`config.mk`:
```
export PLATFORM = sky130hd
export DESIGN_NAME = grid_triangle_index_generator
export DESIGN_NICKNAME = d
export VERILOG_FILES = /design/src/design/gtig_pkg.sv /design/src/design/gtig_geom.sv /design/src/design/gtig_settle.sv /design/src/design/gtig_core.sv /design/src/design/grid_triangle_index_generator.sv
export SDC_FILE = /design/constraint.sdc
export NUM_CORES = 2
export LEC_CHECK = 0
export BUFFER_PORTS_ARGS = -buffer_cell sky130_fd_sc_hd__buf_4
export CAP_MARGIN = 20
export CORE_MARGIN = 5
export CORE_UTILIZATION = 60
export CTS_CLUSTER_SIZE = 24
export DETAILED_ROUTE_END_ITERATION = 6
export GPL_TIMING_DRIVEN = 0
export PLACE_DENSITY = 0.77
export SYNTH_ARGS = -nofsm -noshare
export SYNTH_HDL_FRONTEND = slang
export SYNTH_SLANG_ARGS = --single-unit
```
`constraint.sdc`:
```
create_clock -name clk -period 10.3 [get_ports clk]
set_input_delay 2.06 -clock clk [delete_from_list [all_inputs] [get_ports clk]]
set_output_delay 2.06 -clock clk [all_outputs]
set_load 0.005 [all_outputs]
```
`src/design/gtig_pkg.sv`:
```
// Shared constants, types and step codes of the grid triangle index generator.
`default_nettype none

package gtig_pkg;

  localparam int MAX_RESOLUTION = 1024;

  // Field widths fixed by the interface
  localparam int CFG_RES_W = 11;
  localparam int IDX_W     = 20;
  localparam int CFG_IDX_W = 1;

  // Derived internal widths
  localparam int COORD_W   = $clog2(MAX_RESOLUTION);
  localparam int RES_W     = COORD_W + 1;
  localparam int DIM_W     = RES_W + 2;
  localparam int NUM_BANDS = 4;
  localparam int BAND_W    = 2;

  // Configuration register indexes
  localparam logic [CFG_IDX_W-1:0] REG_RESOLUTION = CFG_IDX_W'(0);
  localparam logic [CFG_IDX_W-1:0] REG_RING_MODE  = CFG_IDX_W'(1);

  localparam logic [CFG_RES_W-1:0] RES_RESET = CFG_RES_W'(64);

  // Geometry sequencer steps
  localparam int STEP_W = 4;
  localparam logic [STEP_W-1:0] STEP_DIMS      = STEP_W'(0);
  localparam logic [STEP_W-1:0] STEP_MUL       = STEP_W'(1);
  localparam logic [STEP_W-1:0] STEP_SUM       = STEP_W'(1 + NUM_BANDS);
  localparam logic [STEP_W-1:0] STEP_RESETTLE  = STEP_W'(2 * NUM_BANDS);
  localparam logic [STEP_W-1:0] STEP_IDLE      = STEP_W'(2 * NUM_BANDS + 1);

  typedef struct packed {
    logic [COORD_W-1:0] wd;
    logic [COORD_W-1:0] qc;
    logic [COORD_W-1:0] qr;
    logic               ok;
  } band_geom_t;

  typedef struct packed {
    band_geom_t [NUM_BANDS-1:0]            band;
    logic       [NUM_BANDS-1:0][IDX_W-1:0] base;
    logic                                  ring;
  } geom_t;

  typedef struct packed {
    logic [BAND_W-1:0]  band;
    logic [COORD_W-1:0] col;
    logic [COORD_W-1:0] row;
    logic [IDX_W-1:0]   rsi;
    logic [IDX_W-1:0]   base;
    logic               sh;
    logic               fin;
  } walk_t;

  // Walk state out of reset: all counters clear, nothing left until a restart
  localparam walk_t WALK_RESET = '{band: '0, col: '0, row: '0, rsi: '0, base: '0,
                                   sh: 1'b0, fin: 1'b1};

endpackage

`default_nettype wire

```
`src/design/gtig_geom.sv`:
```
// Configuration registers and band geometry sequencer.
`default_nettype none

module gtig_geom (
  input  logic                              clk,
  input  logic                              rst,
  input  logic                              cfg_valid,
  input  logic [gtig_pkg::CFG_IDX_W-1:0]    cfg_index,
  input  logic [gtig_pkg::CFG_RES_W-1:0]    cfg_data,
  output gtig_pkg::geom_t                   geom,
  output logic                              busy,
  output logic                              resettle
);

  logic [gtig_pkg::CFG_RES_W-1:0] resolution;
  logic                           ring_mode;
  logic [gtig_pkg::STEP_W-1:0]    step;

  logic [gtig_pkg::COORD_W-1:0] wd [gtig_pkg::NUM_BANDS];
  logic [gtig_pkg::COORD_W-1:0] hd [gtig_pkg::NUM_BANDS];
  logic [gtig_pkg::IDX_W-1:0]   vc [gtig_pkg::NUM_BANDS];
  logic [gtig_pkg::IDX_W-1:0]   psum [gtig_pkg::NUM_BANDS];

  logic [gtig_pkg::RES_W-1:0]          r;
  logic [gtig_pkg::RES_W+1:0]          r3;
  logic [gtig_pkg::RES_W-1:0]          t;
  logic signed [gtig_pkg::DIM_W-1:0]   rs, qs, ts, rm2, rmt, tmq;
  logic signed [gtig_pkg::DIM_W-1:0]   w_dim [gtig_pkg::NUM_BANDS];
  logic signed [gtig_pkg::DIM_W-1:0]   h_dim [gtig_pkg::NUM_BANDS];
  logic [gtig_pkg::STEP_W-1:0]         mul_off, sum_off;
  logic [gtig_pkg::BAND_W-1:0]         mul_k, sum_k, sum_k1;
  logic [2*gtig_pkg::COORD_W-1:0]      prod;

  function automatic logic [gtig_pkg::COORD_W-1:0] dim_clip(
    input logic signed [gtig_pkg::DIM_W-1:0] d
  );
    logic [gtig_pkg::COORD_W-1:0] res;
    res = '0;
    if (d > $signed(gtig_pkg::DIM_W'(0))) begin
      res = gtig_pkg::COORD_W'(d);
    end
    return res;
  endfunction

  // Band extents from the resolution
  always_comb begin
    if (int'(resolution) > gtig_pkg::MAX_RESOLUTION) begin
      r = gtig_pkg::RES_W'(gtig_pkg::MAX_RESOLUTION);
    end else begin
      r = gtig_pkg::RES_W'(resolution);
    end
    r3  = {2'b00, r} + {1'b0, r, 1'b0};
    t   = r3[gtig_pkg::RES_W+1:2];
    rs  = $signed({2'b00, r});
    qs  = $signed({4'b0000, r[gtig_pkg::RES_W-1:2]});
    ts  = $signed({2'b00, t});
    rm2 = rs - $signed(gtig_pkg::DIM_W'(2));
    rmt = rs - ts;
    tmq = ts - qs;
    if (ring_mode) begin
      w_dim[0] = rm2; h_dim[0] = qs;
      w_dim[1] = qs;  h_dim[1] = tmq;
      w_dim[2] = rmt; h_dim[2] = tmq;
      w_dim[3] = rm2; h_dim[3] = rmt;
    end else begin
      for (int b = 0; b < gtig_pkg::NUM_BANDS; b++) begin
        w_dim[b] = rm2;
        h_dim[b] = rm2;
      end
    end
  end

  assign mul_off = step - gtig_pkg::STEP_MUL;
  assign sum_off = step - gtig_pkg::STEP_SUM;
  assign mul_k   = mul_off[gtig_pkg::BAND_W-1:0];
  assign sum_k   = sum_off[gtig_pkg::BAND_W-1:0];
  assign sum_k1  = sum_k + gtig_pkg::BAND_W'(1);
  assign prod    = wd[mul_k] * hd[mul_k];

  always_ff @(posedge clk) begin
    if (rst) begin
      resolution <= gtig_pkg::RES_RESET;
      ring_mode  <= 1'b0;
      step       <= gtig_pkg::STEP_DIMS;
    end else if (cfg_valid) begin
      // restart the geometry sweep on any write
      case (cfg_index)
        gtig_pkg::REG_RESOLUTION: resolution <= cfg_data;
        gtig_pkg::REG_RING_MODE:  ring_mode  <= cfg_data[0];
        default: ;
      endcase
      step <= gtig_pkg::STEP_DIMS;
    end else if (step != gtig_pkg::STEP_IDLE) begin
      step <= step + gtig_pkg::STEP_W'(1);
    end
  end

  always_ff @(posedge clk) begin
    if (step == gtig_pkg::STEP_DIMS) begin
      for (int b = 0; b < gtig_pkg::NUM_BANDS; b++) begin
        wd[b] <= dim_clip(w_dim[b]);
        hd[b] <= dim_clip(h_dim[b]);
      end
      psum[0] <= '0;
    end
    if (step >= gtig_pkg::STEP_MUL && step < gtig_pkg::STEP_SUM) begin
      vc[mul_k] <= gtig_pkg::IDX_W'(prod);
    end
    if (step >= gtig_pkg::STEP_SUM && step < gtig_pkg::STEP_RESETTLE) begin
      psum[sum_k1] <= psum[sum_k] + vc[sum_k];
    end
  end

  always_comb begin
    geom.ring = ring_mode;
    for (int b = 0; b < gtig_pkg::NUM_BANDS; b++) begin
      geom.band[b].wd = wd[b];
      geom.band[b].qc = (wd[b] > gtig_pkg::COORD_W'(1)) ? wd[b] - gtig_pkg::COORD_W'(1) : '0;
      geom.band[b].qr = (hd[b] > gtig_pkg::COORD_W'(1)) ? hd[b] - gtig_pkg::COORD_W'(1) : '0;
      geom.band[b].ok = (wd[b] > gtig_pkg::COORD_W'(1)) && (hd[b] > gtig_pkg::COORD_W'(1));
      geom.base[b]    = psum[b];
    end
  end

  assign busy     = (step != gtig_pkg::STEP_IDLE);
  assign resettle = (step == gtig_pkg::STEP_RESETTLE);

endmodule

`default_nettype wire

```
`src/design/gtig_settle.sv`:
```
// Moves the quad walk onto the next valid quad or marks the mesh done.
`default_nettype none

module gtig_settle (
  input  gtig_pkg::geom_t geom,
  input  gtig_pkg::walk_t cur,
  output gtig_pkg::walk_t nxt
);

  gtig_pkg::band_geom_t         g;
  logic                         in_range, wrap, stay, found;
  logic [gtig_pkg::BAND_W-1:0]  tgt;
  logic [gtig_pkg::COORD_W-1:0] col1, row1;
  logic [gtig_pkg::IDX_W-1:0]   rsi1, base1;

  always_comb begin
    g        = geom.band[cur.band];
    in_range = geom.ring || (cur.band == '0);
    wrap     = g.ok && (cur.col >= g.qc);
    col1     = wrap ? '0 : cur.col;
    row1     = wrap ? cur.row + gtig_pkg::COORD_W'(1) : cur.row;
    rsi1     = wrap ? cur.rsi + gtig_pkg::IDX_W'(g.wd) : cur.rsi;
    stay     = g.ok && (row1 < g.qr) && (col1 < g.qc);

    // first later band that holds quads
    found = 1'b0;
    tgt   = '0;
    for (int b = 0; b < gtig_pkg::NUM_BANDS; b++) begin
      if (!found && geom.ring && (gtig_pkg::BAND_W'(b) > cur.band) && geom.band[b].ok) begin
        found = 1'b1;
        tgt   = gtig_pkg::BAND_W'(b);
      end
    end
    base1 = cur.base + geom.base[tgt] - geom.base[cur.band];

    nxt = cur;
    if (!cur.fin) begin
      if (!in_range) begin
        nxt.fin = 1'b1;
      end else if (stay) begin
        nxt.col = col1;
        nxt.row = row1;
        nxt.rsi = rsi1;
      end else if (found) begin
        nxt.band = tgt;
        nxt.col  = '0;
        nxt.row  = '0;
        nxt.sh   = 1'b0;
        nxt.base = base1;
        nxt.rsi  = base1;
      end else begin
        nxt.fin = 1'b1;
      end
    end
  end

endmodule

`default_nettype wire

```
`src/design/gtig_core.sv`:
```
// Walk state, triangle corner generation and result register.
`default_nettype none

module gtig_core (
  input  logic                          clk,
  input  logic                          rst,
  input  gtig_pkg::geom_t               geom,
  input  logic                          busy,
  input  logic                          resettle,
  input  logic                          in_valid,
  output logic                          in_ready,
  input  logic                          in_restart,
  output logic                          out_valid,
  input  logic                          out_ready,
  output logic [gtig_pkg::IDX_W-1:0]    out_corner_a,
  output logic [gtig_pkg::IDX_W-1:0]    out_corner_b,
  output logic [gtig_pkg::IDX_W-1:0]    out_corner_c,
  output logic                          out_last,
  output logic                          out_none_left
);

  gtig_pkg::walk_t state, held, start, pre, adv, settle_in, settle_out;
  gtig_pkg::band_geom_t        g;
  logic                        in_accept, first_found;
  logic [gtig_pkg::BAND_W-1:0] first_band;
  logic [gtig_pkg::IDX_W-1:0]  v, wv;

  assign in_ready  = !busy && (!out_valid || out_ready);
  assign in_accept = in_valid && in_ready;

  // Restart target: first band with quads
  always_comb begin
    first_found = 1'b0;
    first_band  = '0;
    for (int b = 0; b < gtig_pkg::NUM_BANDS; b++) begin
      if (!first_found && (geom.ring || b == 0) && geom.band[b].ok) begin
        first_found = 1'b1;
        first_band  = gtig_pkg::BAND_W'(b);
      end
    end
    start.band = first_band;
    start.col  = '0;
    start.row  = '0;
    start.rsi  = geom.base[first_band];
    start.base = geom.base[first_band];
    start.sh   = 1'b0;
    start.fin  = !first_found;
  end

  // A geometry change settles from the walk as the last request left it
  always_comb begin
    pre = in_restart ? start : state;
    g   = geom.band[pre.band];
    v   = pre.rsi + gtig_pkg::IDX_W'(pre.col);
    wv  = gtig_pkg::IDX_W'(g.wd);
    adv = pre;
    adv.sh = !pre.sh;
    if (pre.sh) begin
      adv.col = pre.col + gtig_pkg::COORD_W'(1);
    end
    settle_in = resettle ? held : adv;
  end

  gtig_settle u_settle (
    .geom (geom),
    .cur  (settle_in),
    .nxt  (settle_out)
  );

  always_ff @(posedge clk) begin
    if (rst) begin
      state     <= gtig_pkg::WALK_RESET;
      held      <= gtig_pkg::WALK_RESET;
      out_valid <= 1'b0;
    end else begin
      if (resettle) begin
        state <= settle_out;
      end else if (in_accept) begin
        state <= pre.fin ? pre : settle_out;
        held  <= pre.fin ? pre : settle_out;
      end
      if (in_accept) begin
        out_valid <= 1'b1;
      end else if (out_ready) begin
        out_valid <= 1'b0;
      end
    end
  end

  always_ff @(posedge clk) begin
    if (in_accept) begin
      if (pre.fin) begin
        out_corner_a  <= '0;
        out_corner_b  <= '0;
        out_corner_c  <= '0;
        out_last      <= 1'b0;
        out_none_left <= 1'b1;
      end else begin
        out_corner_a  <= v;
        out_corner_b  <= pre.sh ? v + wv + gtig_pkg::IDX_W'(1) : v + wv;
        out_corner_c  <= pre.sh ? v + gtig_pkg::IDX_W'(1) : v + wv + gtig_pkg::IDX_W'(1);
        out_last      <= settle_out.fin;
        out_none_left <= 1'b0;
      end
    end
  end

`ifndef SYNTHESIS
  a_done_stays_empty: assert property (@(posedge clk) disable iff (rst)
    in_accept && !in_restart && state.fin |=> out_valid && out_none_left)
    else $error("request after mesh end did not report none left");

  a_none_left_zero: assert property (@(posedge clk) disable iff (rst)
    out_valid && out_none_left |->
      out_corner_a == '0 && out_corner_b == '0 && out_corner_c == '0 && !out_last)
    else $error("none-left result carries indices");

  a_resettle_idle: assert property (@(posedge clk) disable iff (rst)
    resettle |-> !in_accept)
    else $error("request accepted during geometry resettle");

  a_accept_fills: assert property (@(posedge clk) disable iff (rst)
    in_accept |=> out_valid)
    else $error("accepted request produced no result");
`endif

endmodule

`default_nettype wire

```
`src/design/grid_triangle_index_generator.sv`:
```
// Top level of the grid triangle index generator: one triangle per request.
// A result is registered and appears in the cycle after its request is accepted.
// One request per cycle while no sweep runs; the result register frees as it drains.
// A configuration write or reset starts a geometry sweep (dims, four
// vertex-count multiplies, three base sums, resettle) with s_axis_tready low.
// Reset: synchronous, R=64, full mode; requests report none left until restart.
`default_nettype none

module grid_triangle_index_generator (
  input  logic                           clk,
  input  logic                           rst,

  // Request channel
  input  logic                           s_axis_tvalid,
  output logic                           s_axis_tready,
  input  logic [7:0]                     s_axis_tdata,   // [0] restart

  // Result channel
  output logic                           m_axis_tvalid,
  input  logic                           m_axis_tready,
  output logic [63:0]                    m_axis_tdata,   // corner_a, corner_b, corner_c
  output logic                           m_axis_tlast,   // last_triangle
  output logic [0:0]                     m_axis_tuser,   // none_left

  // Configuration write channel
  input  logic                           cfg_valid,
  output logic                           cfg_ready,
  input  logic [gtig_pkg::CFG_IDX_W-1:0] cfg_index,
  input  logic [gtig_pkg::CFG_RES_W-1:0] cfg_data
);

  gtig_pkg::geom_t            geom;
  logic                       busy;
  logic                       resettle;
  logic [gtig_pkg::IDX_W-1:0] corner_a, corner_b, corner_c;
  logic                       none_left;

  // Writes are always taken; each one restarts the geometry sweep.
  assign cfg_ready = 1'b1;

  gtig_geom u_geom (
    .clk       (clk),
    .rst       (rst),
    .cfg_valid (cfg_valid),
    .cfg_index (cfg_index),
    .cfg_data  (cfg_data),
    .geom      (geom),
    .busy      (busy),
    .resettle  (resettle)
  );

  // Walk the quads and register each triangle
  gtig_core u_core (
    .clk           (clk),
    .rst           (rst),
    .geom          (geom),
    .busy          (busy),
    .resettle      (resettle),
    .in_valid      (s_axis_tvalid),
    .in_ready      (s_axis_tready),
    .in_restart    (s_axis_tdata[0]),
    .out_valid     (m_axis_tvalid),
    .out_ready     (m_axis_tready),
    .out_corner_a  (corner_a),
    .out_corner_b  (corner_b),
    .out_corner_c  (corner_c),
    .out_last      (m_axis_tlast),
    .out_none_left (none_left)
  );

  // Pack corners from the lowest bits, pad to whole bytes
  assign m_axis_tdata = {4'b0000, corner_c, corner_b, corner_a};
  assign m_axis_tuser = none_left;

endmodule

`default_nettype wire

```
==> results.md <==
* Final worst hold slack at 0.450 ns
* Inserted Clock Buffers at 45
* Footprint of the multi-input gates at 21100 um^2
* Max-slew violation count at 0
* Worst Setup Path Type: input pin to register
* Post-synthesis register bit count at 407
* Width of the die at 247 um
* Count of H-tree levels built during CTS at 2
* Layout net count at 4223
* Endpoints failing hold at 0
* HP Start: u_core.held[7]$_SDFFE_PP0P_
* End point of the most critical hold path: u_core.held[7]$_SDFFE_PP0P_
* Psw at 3600 uW
* Total Neg Setup Slack at 0 ns
* Number of buffers on the longest clock path at 3
* Via count normalized by instance count at 6.63
* Vias in the first global route at 29153
* Power per standard cell area at 234 nW/um^2
* Number of primary I/O pins at 94
* Most used flip-flop cell after synthesis: sky130_fd_sc_hd__edfxtp_1
* Arrival time worst endpoint at 10.65 ns
* CP endpoint kind: register
* Setup clock skew after layout at 0.0372 ns
* Maximum ir drop on the vdd rail at 1.26 mV
* Clock transition at the registers of the reported paths at 0.06 ns
* Final Cycle Share at 98.6%
* Power Internal at 5070 uW
* Setup repair after global routing missed its margin: false
* Top cell types by occurrence after synthesis: sky130_fd_sc_hd__nor2_1 (416), sky130_fd_sc_hd__nand2_1 (357), sky130_fd_sc_hd__edfxtp_1 (262), sky130_fd_sc_hd__a21oi_1 (251), sky130_fd_sc_hd__inv_1 (248)
* Global-route usage over all layers at 38.3%
* Sequential standard cell area at 10800 um^2
* Total wirelength of the detailed-routed design at 120000 um
* Slowest-stage cell, CP: sky130_fd_sc_hd__clkdlybuf4s15_2
* Non-filler instance count after layout at 4683
* Die span in y at 247 um
* First-pass detailed-route iteration total at 7
* Crit path max-delay family: compound AO/OA/AOI/OAI gates
* Relative slew margins at 8.57%
* HP Class: register to register
* Insertion delay of the later-clocked pin in the worst-skew pair at 0.62 ns
* Clock sink total at 407
* Crit path time final at 10.15 ns
* Post-Place Cells at 4600
* Hold buffer count at CTS at 0
* Number of instances on the worst hold path at 2
* Mapped cell area at 33700 um^2
* Initial core utilization at 60.9%
* Post-detailed-route count of antenna-violating nets at 0
* Count of distinct cell types in the synthesized netlist at 103
* Critical path data required time at 10.80 ns
* First-pass GRT wire length at 178000 um
* Half-perimeter wire length after detailed placement at 92000 um
* Avg Inst Size Synth at 8.97 um^2
* Total grt overflow at 0
* Detailed router's first-iteration violation count at 4523
* Clock tree from TritonCTS: done
* Largest net degree at the start of global routing at 67
* DIE AREA at 61000 um^2
* Worst Max-Slew Pin Slew at 1.37 ns
* Number of buffer and inverter instances along the worst setup path at 7
* Layout cell share with drive strength beyond 1 at 9.43%
* RD Place Congestion at 1.10
* Sequential fraction of the synthesis area at 32.0%
* Number of synthesis warnings at 0
* Number of maximum-capacitance violations at 0
* Comb power frac at 50.8%
* Maximum operating frequency at 98.5 MHz
* WL per Instance at 25.6 um
* Fillers at 4593
* Antenna violations before repair at 5
* Async set-reset flop share out of synthesis at 0%
* Floorplan row count at 86
* Run status: complete, but fails checks
* Most common cell in the netlist: sky130_fd_sc_hd__nor2_1
* Violations in the final reports: design-rule violations
* Sequential power share at 29.6%
* Number of enable flip-flop cells after synthesis at 262
* Endpoint of the worst-slack reg-to-reg timing path: u_core.held[23]$_SDFFE_PP0P_
* Setup violations, final at 0
* Area growth from synthesis to layout at 9.98%
* Relative contribution of the clock network to total power at 19.7%
* Lkg Pwr at 0.0146 uW
* CTS root buffer: sky130_fd_sc_hd__clkbuf_16
* Total power draw at 8670 uW
* Net switching share of the total power at 41.5%
* Placeable core region at 55300 um^2
* Gate Count Post-Synth at 3756
* Utilization of the core after routing at 67.0%
* Reg2Reg Launch Point: u_geom.step[0]$_SDFFE_PP0P_
* Critical Path Start Type: input pin
* Leading post-synthesis cells by cell area: sky130_fd_sc_hd__edfxtp_1 (23%), sky130_fd_sc_hd__dfxtp_1 (8.6%), sky130_fd_sc_hd__ha_1 (7.8%), sky130_fd_sc_hd__mux4_2 (5.5%), sky130_fd_sc_hd__fa_1 (5.2%)
* DRC violation count after routing at 3
* Number of buffer cells added on primary ports at 81
* Maximum single-stage delay on the critical path at 0.57 ns
* Path depth of the worst reg2reg path at 38
* Maximum net fanout on the critical path at 19
* Post-synthesis cell type with the largest combined area: sky130_fd_sc_hd__edfxtp_1
* Routed via count at 31041
* Internal reg-to-reg setup slack at 0.32 ns
* Worst path most repeated cell: sky130_fd_sc_hd__a21o_1
* Share of the synthesized area in the top cell type at 23.4%
final cells by class:
type                            count  share of cell area [%]
Timing Repair Buffer               98                    2.19
Clock buffer                       56                    3.26
Antenna cell                        1                 0.00675
Inverter                          249                    2.52
Tap cell                          748                    2.53
Sequential cell                   407                    29.1
Multi-Input combinational cell   2884                    57.0
Clock inverter                     24                   0.908
Buffer                            216                    2.52
stage by stage:
stage               worst slack [ns]  cell area, um^2
finish                         0.149            37000
global route                  0.0102            37000
CTS                           0.0250            37000
detailed placement             -2.56            35400
global placement               -2.59            35200
floorplan                       1.67            33700
registers in the layout, indices dropped and copies added, names as in the netlist:
name and cells:
u_core.out_corner_a 20, u_core.out_last 1, u_core.held 64, u_core.state 64, u_core.out_corner_c 20, u_geom.hd 29, u_geom.ring_mode 1, u_geom.psum 80
u_geom.resolution 11, u_core.out_corner_b 20, u_geom.vc 80, u_geom.step 4, u_core.out_valid 1, u_geom.wd 11, u_core.out_none_left 1
how the worst max path moves through the flow:
| stage | from | to | slack (ns) | cells past startpoint |
|---|---|---|---|---|
| after floorplan | s_axis_tdata[0] | u_core.held[44]$_SDFFE_PP0P_ | 1.67 | 35 |
| after global placement | s_axis_tdata[0] | u_core.held[23]$_SDFFE_PP0P_ | -2.59 | 36 |
| after detailed placement | s_axis_tdata[0] | u_core.held[23]$_SDFFE_PP0P_ | -2.56 | 36 |
| after CTS | u_geom.step[0]$_SDFFE_PP0P_ | u_core.held[46]$_SDFFE_PP0P_ | 0.03 | 33 |
| after global routing | s_axis_tdata[0] | u_core.held[23]$_SDFFE_PP0P_ | 0.01 | 31 |
| final | s_axis_tdata[0] | u_core.held[23]$_SDFFE_PP0P_ | 0.15 | 34 |
routing by layer:
layer / global-route usage, % / share of wire, %
met2: 58.6 / 43
met5: 0 / 0.028
met3: 9.34 / 12
met4: 20.7 / 6.8
met1: 50.2 / 38
power groups by stage:
stage / Clock, uW / Sequential (uW) / Combinational [uW]
floorplan: 0 / 2540 / 3070
global placement: 0 / 2580 / 4200
finish: 1700 / 2560 / 4400
global route: 1780 / 2570 / 4830
CTS: 1700 / 2560 / 4370
detailed placement: 0 / 2590 / 4320
timing repair:
item | 4_1_cts | 5_1_grt
endpoints found under the setup margin | 137 | 102
gates resized for setup | 13 | 15
setup buffers | 0 | 2
pin swaps | 0 | 1
worst register-to-register path: cells and delay by family (launching register included):
family | cells | cell delay, ns
fa+ha+maj | 3 | 0.85
buf+inv | 11 | 3.36
mux | 1 | 0.27
flops | 1 | 0.35
simple gates | 9 | 1.94
compound gates | 14 | 3.11
cells by family (layout without fill, tap and decap cells):
logic type                 after synthesis  after routing  synth area share [%]
buffers and inverters                  468            643                  5.47
and+or+nand+nor                       1287           1287                  18.2
DFF                                    407            407                  32.0
AOI/OAI and AO/OA                      942            942                  18.5
other                                    2              6                0.0223
adders and majority gates              297            297                  13.0
xor gates and xnor gates               208            208                  5.49
muxes                                  145            145                  7.41
cell usage in the layout (no fill, tap or decap), drive strengths merged, types with 27 or more instances in the layout:
master / instances
nor2: 416
nand2: 358
edfxtp: 262
a21oi: 253
inv: 251
clkbuf: 210
ha: 209
o21ai: 198
buf: 159
dfxtp: 145
xnor2: 130
nor3: 113
nand3: 99
fa: 88
mux4: 83
xor2: 78
o211ai: 57
mux2i: 56
a211oi: 56
a21o: 49
nor2b: 43
nand2b: 40
and2: 40
o22ai: 39
and3: 37
o21bai: 36
nor4: 31
nand4: 28
a31oi: 27
Power figures use the tool's default switching activity.
